**src/rtl/core/bngc_pkg.sv**
```systemverilog
// Shared types and constants for the bitonic network comparator generator.
// Holds the frame layout, the frame kinds and the split-point function.
// No dependencies.
`timescale 1ns / 1ps
`default_nettype none

package bngc_pkg;

    localparam int MAX_WIRES   = 1024;
    localparam int FRAME_DEPTH = 21;

    localparam int WIRE_W = 10;
    localparam int LEN_W  = 11;
    localparam int SP_W   = 5;
    localparam int ADDR_W = 5;

    localparam logic [LEN_W-1:0] MAX_WIRES_L = LEN_W'(MAX_WIRES);

    typedef enum logic [1:0] {
        KIND_SORT,
        KIND_MERGE,
        KIND_LOOP
    } kind_t;

    typedef struct packed {
        kind_t              kind;
        logic [WIRE_W-1:0]  lo;
        logic [LEN_W-1:0]   len;
        logic               asc;
    } frame_t;

    // Largest power of two strictly below len (len >= 2).
    function automatic logic [LEN_W-1:0] split_point(input logic [LEN_W-1:0] len);
        logic [LEN_W-1:0] m;
        logic [LEN_W-1:0] p;
        m = len - LEN_W'(1);
        p = '0;
        for (int b = 0; b < LEN_W; b++)
        begin
            if (m[b])
            begin
                p = LEN_W'(1) << b;
            end
        end
        return p;
    endfunction

endpackage

`default_nettype wire

```
**src/rtl/core/bitonic_network_comparator_generator.sv**
```systemverilog
// Bitonic network comparator generator, top level.
// Walk: each request fetches frames through the frame memory's single read and write port;
// an expanded frame is replaced by at most 3 pushed frames until a loop frame is on top.
// Requests are taken one at a time, only in the idle state; each yields one comparator transfer.
// Reset: stack empty, nothing pending, network_size 0; frame memory is not cleared.
`timescale 1ns / 1ps
`default_nettype none

module bitonic_network_comparator_generator (
    input  wire logic                        clk,
    input  wire logic                        rst_n,
    input  wire logic                        cfg_valid,
    output logic                             cfg_ready,
    input  wire logic [10:0]                 cfg_data,
    input  wire logic                        in_valid,
    output logic                             in_ready,
    input  wire logic                        restart,
    output logic                             out_valid,
    input  wire logic                        out_ready,
    output logic [bngc_pkg::WIRE_W-1:0]      min_wire,
    output logic [bngc_pkg::WIRE_W-1:0]      max_wire,
    output logic                             final_gate,
    output logic                             none_left
);
    import bngc_pkg::*;

    typedef enum logic [2:0] {
        ST_IDLE,
        ST_EMPTY,
        ST_FETCH,
        ST_EVAL,
        ST_PUSH
    } state_t;

    state_t             state_reg;
    logic [LEN_W-1:0]   network_size_reg;
    logic [SP_W-1:0]    sp_reg;
    logic [WIRE_W-1:0]  idx_reg;
    logic               done_reg;
    frame_t             top_reg;
    frame_t             push_reg [3];
    logic [1:0]         push_cnt_reg;
    logic [1:0]         push_step_reg;

    logic               out_valid_reg;
    logic [WIRE_W-1:0]  min_wire_reg;
    logic [WIRE_W-1:0]  max_wire_reg;
    logic               final_gate_reg;
    logic               none_left_reg;

    frame_t             mem [FRAME_DEPTH];
    logic               mem_we;
    logic [ADDR_W-1:0]  mem_waddr;
    frame_t             mem_wdata;

    logic               accept;
    logic               slot_free;
    logic               out_load;
    logic [LEN_W-1:0]   n_sat;
    logic [LEN_W-1:0]   k;
    logic [LEN_W-1:0]   rest;
    logic               has_r;
    logic               has_l;
    frame_t             fr_left;
    frame_t             fr_right;
    frame_t             fr_self;
    frame_t             list0;
    frame_t             list1;
    frame_t             list2;
    logic [1:0]         cnt;
    logic [SP_W:0]      depth_after;
    logic [LEN_W-1:0]   wi;
    logic [LEN_W-1:0]   wj;
    logic [LEN_W-1:0]   idx_inc;
    logic               loop_end;
    logic [SP_W-1:0]    sp_dec;

    assign cfg_ready  = 1'b1;
    assign in_ready   = (state_reg == ST_IDLE);
    assign accept     = in_valid && in_ready;
    assign slot_free  = !out_valid_reg || out_ready;
    assign out_load   = slot_free && ((state_reg == ST_EMPTY) ||
                        ((state_reg == ST_EVAL) && (top_reg.kind == KIND_LOOP)));
    assign out_valid  = out_valid_reg;
    assign min_wire   = min_wire_reg;
    assign max_wire   = max_wire_reg;
    assign final_gate = final_gate_reg;
    assign none_left  = none_left_reg;

    assign n_sat  = (network_size_reg > MAX_WIRES_L) ? MAX_WIRES_L : network_size_reg;
    assign sp_dec = sp_reg - SP_W'(1);

    always_comb
    begin
        k        = split_point(top_reg.len);
        rest     = top_reg.len - k;
        has_r    = rest > LEN_W'(1);
        has_l    = k > LEN_W'(1);
        fr_self  = top_reg;
        fr_right = top_reg;
        fr_left  = top_reg;
        fr_right.lo  = top_reg.lo + k[WIRE_W-1:0];
        fr_right.len = rest;
        fr_left.len  = k;
        if (top_reg.kind == KIND_SORT)
        begin
            fr_self.kind  = KIND_MERGE;
            fr_right.kind = KIND_SORT;
            fr_left.kind  = KIND_SORT;
            fr_left.asc   = !top_reg.asc;
            list0 = fr_self;
            list1 = has_r ? fr_right : fr_left;
            list2 = fr_left;
        end
        else
        begin
            fr_self.kind  = KIND_LOOP;
            fr_right.kind = KIND_MERGE;
            fr_left.kind  = KIND_MERGE;
            list0 = has_r ? fr_right : (has_l ? fr_left : fr_self);
            list1 = (has_r && has_l) ? fr_left : fr_self;
            list2 = fr_self;
        end
        cnt         = 2'd1 + {1'b0, has_r} + {1'b0, has_l};
        depth_after = {1'b0, sp_dec} + {{(SP_W-1){1'b0}}, cnt};

        wi       = {1'b0, top_reg.lo} + {1'b0, idx_reg};
        wj       = wi + k;
        idx_inc  = {1'b0, idx_reg} + LEN_W'(1);
        loop_end = idx_inc >= rest;
    end

    always_comb
    begin
        mem_we    = 1'b0;
        mem_waddr = '0;
        mem_wdata = push_reg[push_step_reg];
        if (accept && restart && (n_sat > LEN_W'(1)))
        begin
            mem_we         = 1'b1;
            mem_wdata.kind = KIND_SORT;
            mem_wdata.lo   = '0;
            mem_wdata.len  = n_sat;
            mem_wdata.asc  = 1'b1;
        end
        else if (state_reg == ST_PUSH)
        begin
            mem_we    = 1'b1;
            mem_waddr = sp_reg;
        end
    end

    always_ff @(posedge clk)
    begin
        if (mem_we)
        begin
            mem[mem_waddr] <= mem_wdata;
        end
        if (state_reg == ST_FETCH)
        begin
            top_reg <= mem[sp_dec];
        end
    end

    always_ff @(posedge clk or negedge rst_n)
    begin
        if (!rst_n)
        begin
            state_reg        <= ST_IDLE;
            network_size_reg <= '0;
            sp_reg           <= '0;
            idx_reg          <= '0;
            done_reg         <= 1'b1;
            push_cnt_reg     <= '0;
            push_step_reg    <= '0;
            out_valid_reg    <= 1'b0;
            min_wire_reg     <= '0;
            max_wire_reg     <= '0;
            final_gate_reg   <= 1'b0;
            none_left_reg    <= 1'b0;
        end
        else
        begin
            if (cfg_valid && cfg_ready)
            begin
                network_size_reg <= cfg_data;
            end
            if (out_valid_reg && out_ready && !out_load)
            begin
                out_valid_reg <= 1'b0;
            end

            unique case (state_reg)
                ST_IDLE:
                begin
                    if (accept)
                    begin
                        if (restart)
                        begin
                            idx_reg <= '0;
                            if (n_sat > LEN_W'(1))
                            begin
                                sp_reg    <= SP_W'(1);
                                done_reg  <= 1'b0;
                                state_reg <= ST_FETCH;
                            end
                            else
                            begin
                                sp_reg    <= '0;
                                done_reg  <= 1'b1;
                                state_reg <= ST_EMPTY;
                            end
                        end
                        else if (done_reg || sp_reg == '0)
                        begin
                            done_reg  <= 1'b1;
                            state_reg <= ST_EMPTY;
                        end
                        else
                        begin
                            state_reg <= ST_FETCH;
                        end
                    end
                end

                ST_EMPTY:
                begin
                    if (slot_free)
                    begin
                        out_valid_reg  <= 1'b1;
                        min_wire_reg   <= '0;
                        max_wire_reg   <= '0;
                        final_gate_reg <= 1'b0;
                        none_left_reg  <= 1'b1;
                        state_reg      <= ST_IDLE;
                    end
                end

                ST_FETCH:
                begin
                    state_reg <= ST_EVAL;
                end

                ST_EVAL:
                begin
                    if (top_reg.kind == KIND_LOOP)
                    begin
                        if (slot_free)
                        begin
                            out_valid_reg <= 1'b1;
                            none_left_reg <= 1'b0;
                            if (top_reg.asc)
                            begin
                                min_wire_reg <= wi[WIRE_W-1:0];
                                max_wire_reg <= wj[WIRE_W-1:0];
                            end
                            else
                            begin
                                min_wire_reg <= wj[WIRE_W-1:0];
                                max_wire_reg <= wi[WIRE_W-1:0];
                            end
                            if (loop_end)
                            begin
                                idx_reg        <= '0;
                                sp_reg         <= sp_dec;
                                final_gate_reg <= (sp_dec == '0);
                                if (sp_dec == '0)
                                begin
                                    done_reg <= 1'b1;
                                end
                            end
                            else
                            begin
                                idx_reg        <= idx_inc[WIRE_W-1:0];
                                final_gate_reg <= 1'b0;
                            end
                            state_reg <= ST_IDLE;
                        end
                    end
                    else if (depth_after > (SP_W+1)'(FRAME_DEPTH))
                    begin
                        // stack overflow ends the walk
                        sp_reg    <= '0;
                        idx_reg   <= '0;
                        done_reg  <= 1'b1;
                        state_reg <= ST_EMPTY;
                    end
                    else
                    begin
                        sp_reg        <= sp_dec;
                        push_reg[0]   <= list0;
                        push_reg[1]   <= list1;
                        push_reg[2]   <= list2;
                        push_cnt_reg  <= cnt;
                        push_step_reg <= '0;
                        state_reg     <= ST_PUSH;
                    end
                end

                ST_PUSH:
                begin
                    sp_reg <= sp_reg + SP_W'(1);
                    if (push_step_reg == push_cnt_reg - 2'd1)
                    begin
                        state_reg <= ST_FETCH;
                    end
                    else
                    begin
                        push_step_reg <= push_step_reg + 2'd1;
                    end
                end

                default:
                begin
                    state_reg <= ST_IDLE;
                end
            endcase
        end
    end

endmodule

`default_nettype wire

```
**config.mk**
```make
export PLATFORM = sky130hd
export DESIGN_NAME = bitonic_network_comparator_generator
export DESIGN_NICKNAME = d
export VERILOG_FILES = /design/src/rtl/core/bngc_pkg.sv /design/src/rtl/core/bitonic_network_comparator_generator.sv
export SDC_FILE = /design/constraint.sdc
export NUM_CORES = 1
export LEC_CHECK = 0
export ABC_AREA = 1
export ABC_CLOCK_PERIOD_IN_PS = 14800
export BUFFER_PORTS_ARGS = -buffer_cell sky130_fd_sc_hd__buf_2
export CAP_MARGIN = 20
export CELL_PAD_IN_SITES_DETAIL_PLACEMENT = 1
export CELL_PAD_IN_SITES_GLOBAL_PLACEMENT = 2
export CORE_ASPECT_RATIO = 1.25
export CORE_MARGIN = 1
export CORE_UTILIZATION = 40
export CTS_CLUSTER_DIAMETER = 80
export DETAILED_ROUTE_END_ITERATION = 8
export PLACE_DENSITY = 0.72
export SLEW_MARGIN = 20
export SYNTH_ARGS = -nofsm -noshare
export SYNTH_HDL_FRONTEND = slang
export SYNTH_SLANG_ARGS = --single-unit
```
**constraint.sdc**
```tcl
create_clock -name clk -period 14.8 [get_ports clk]
set_clock_uncertainty 0.1 [all_clocks]
set_input_delay 0 -clock clk [delete_from_list [all_inputs] [get_ports clk]]
set_output_delay 0 -clock clk [all_outputs]
set_load 0.03 [all_outputs]
```
==> results.sh <==
export IMPL_grt_max_degree=81
export IMPL_r2r_slack_ns=7.47
export IMPL_avgSynthCellArea_sq_um=11.1
export IMPL_drt_iter0_drc=1630
export IMPL_vias=21500
export IMPL_ys_types=58
export IMPL_yosys_warnings=0
export IMPL_largest_reg_flops=504
export IMPL_async_reset_ff_share_pct=8.69
export IMPL_synthCells=2699
export IMPL_slew_violations=0
export IMPL_layout_nets=2837
export IMPL_r2r_start="fr_self[1]"
export IMPL_synth_flop_cell="edfxtp_1"
export IMPL_rows=111
export IMPL_whs_ns=0.0983
export IMPL_p_per_area_mw_per_mm2=244
export IMPL_period_needed_ns=7.33
export IMPL_cts_hold_buf=32
export IMPL_gr_total_overflow=0
export IMPL_path_clk_slew_ns=0.06
export IMPL_cts_post_setup_buffers_inserted=0
export IMPL_cts_max_level=3
export IMPL_drv_cap=0
export IMPL_syn_to_final_growth_pct=13.5
export IMPL_reg2reg_depth=36
export IMPL_hold_path_class="in -> async"
export IMPL_syn_nets=2779
export IMPL_layout_common_cells="599 x edfxtp_1, 429 x nand2_1, 337 x nor2_1"
export IMPL_viasPerCell=5.70
export IMPL_endpoint_kind="register"
export IMPL_drt_pass1_iter_count=5
export IMPL_crit_top_cell="nand2_1"
export IMPL_worst_pin_slew_ns=0.997
export IMPL_grt_usage_pct=25.3
export IMPL_synth_edf_count=599
export IMPL_portBuffers=40
export IMPL_cp_num_buf_inv=7
export IMPL_clkSinkCount=656
export IMPL_root_buffer="clkbuf_16"
export IMPL_hpwl_mm=56.5
export IMPL_clock_path_buffers=3
export IMPL_status="finished, final reports clean"
export IMPL_setup_violations=0
export IMPL_max_stage_delay_ns=0.71
export IMPL_cts_buffers=73
export IMPL_ioPinCount=42
export IMPL_critPathSlowestCell="buf_4"
export IMPL_syn_area_sq_mm=0.0299
export IMPL_worstSetupStartpoint="fr_self[1]"
export IMPL_relSlewSlack_pct=33.3
export IMPL_cts_resized=0
export IMPL_start_util_pct=40.6
export IMPL_die_height_microns=307
export IMPL_rsz0062_at_grt="no"
export IMPL_core_area_sq_mm=0.0736
export IMPL_worst_setup_path_start_kind="register"
export IMPL_fmax_mhz=136
export IMPL_ys_ff_latch=656
export IMPL_reg2reg_to="push_reg[1][7]"
export IMPL_drtAntennaViolNets=0
export IMPL_drc=0
export IMPL_cp_top_family="simple AND/OR/NAND/NOR gates"
export IMPL_place_congestion=0.850
export IMPL_cp_max_fo=71
export IMPL_critPathKind="reg -> reg"
export IMPL_drive_above_1_share_pct=10.5
export IMPL_worstSkewPairLatency_ns=0.62
export IMPL_tns_ns=0
export IMPL_routedWlPerCell_microns=25.2
export IMPL_fin_crit_sh_pct=49.5
export IMPL_routed_wl_mm=95.1
export IMPL_arrival_ns=7.45
export IMPL_p_leak_nw=12.3
export IMPL_die_w_microns=246
export IMPL_cts_tree="done"
export IMPL_yosysSeqAreaShare_pct=65.0
export IMPL_vdd_drop_max_mv=0.166
export IMPL_hold_viol=0
export IMPL_antenna_found_initial=4
export IMPL_grt_pass1_vias=22300
export IMPL_final_common_cell="edfxtp_1"
export IMPL_grt_pass1_wl_mm=142
export IMPL_required_ns=14.92
export IMPL_dieArea_sq_mm=0.0757
[worst register-to-register path: cells and delay by family (launching register included)]
| family | cells | cell delay [ns] |
|---|---|---|
| simple gates | 23 | 2.49 |
| flops | 1 | 0.38 |
| buf+inv | 7 | 1.95 |
| fa+ha+maj | 6 | 1.93 |
[worst max-delay path by stage]
stage | to | slack (ns) | cells after the start
5_1_grt | push_reg[1][5] | 6.83 | 37
2_1_floorplan | push_reg[0][0] | 6.76 | 34
4_1_cts | push_reg[1][5] | 7.38 | 36
3_3_place_gp | push_reg[1][8] | 7.65 | 36
6_report | push_reg[1][7] | 7.47 | 36
3_5_place_dp | push_reg[2][7] | 7.41 | 36
[synth_stat cells (16+ instances only)]
| cell type | number | area share [%] |
|---|---|---|
| o21ai_1 | 26 | 0.44 |
| nand3_1 | 148 | 2.5 |
| xor2_1 | 20 | 0.59 |
| a21oi_1 | 67 | 1.1 |
| o221ai_1 | 96 | 2.8 |
| nor2_1 | 368 | 4.6 |
| ha_1 | 59 | 2.5 |
| a32oi_1 | 20 | 0.59 |
| dfrtp_1 | 56 | 4.7 |
| edfxtp_1 | 599 | 60 |
| o211ai_1 | 17 | 0.43 |
| nand4_1 | 16 | 0.34 |
| nand2_1 | 429 | 5.4 |
| buf_2 | 18 | 0.30 |
| o22ai_1 | 29 | 0.61 |
| inv_1 | 135 | 1.7 |
| clkbuf_1 | 109 | 1.4 |
| o21ai_0 | 340 | 5.7 |
[through the flow]
stage               total power, mW  area (sq um)  instances  setup slack [ns]  util (%)
detailed placement             6.55         31300       3610              7.41      42.5
finish                         8.27         33900       3776              7.47      46.0
global route                   8.75         33900       3775              6.83      46.0
floorplan                      5.10         29900       2699              6.76         -
CTS                            8.32         33900       3775              7.38      46.0
global placement               6.45         31300       3608              7.65      42.5
[per-layer routing]
metal	global-route usage, %	up-vias	wire, microns
li1	-	9823	-
met1	31.5	11000	38900
met2	44.8	495	49200
met3	3.35	156	4410
met4	8.57	0	2630
met5	0	-	0
[power by group]
part / switching [mW] / internal, mW / leakage [nW]
clock: 0.734 / 0.998 / 1.08
sequential: 0.171 / 2.57 / 6.16
combinational: 2.79 / 1.00 / 5.08
[area by class of cell]
cell class,instances,area (sq um)
Multi-Input combinational cell,1747,9520
Clock buffer,108,2050
Sequential cell,656,19400
Inverter,154,584
Tap cell,960,1200
Fill cell,7952,39700
Timing Repair Buffer,125,918
Antenna cell,1,2.50
Clock inverter,25,184
[cells by family (layout without fill, tap and decap cells)]
family | count (synthesis) | count (layout) | synth area share [%]
compound gates | 629 | 629 | 12.6
xor+xnor | 34 | 34 | 1.20
fa+ha+maj | 63 | 63 | 2.74
buf+inv | 296 | 412 | 3.91
flops | 656 | 656 | 65.0
mux | 6 | 6 | 0.226
other cells | 1 | 2 | 0.0126
simple gates | 1014 | 1014 | 14.3
(Power assumes the default switching activity.)
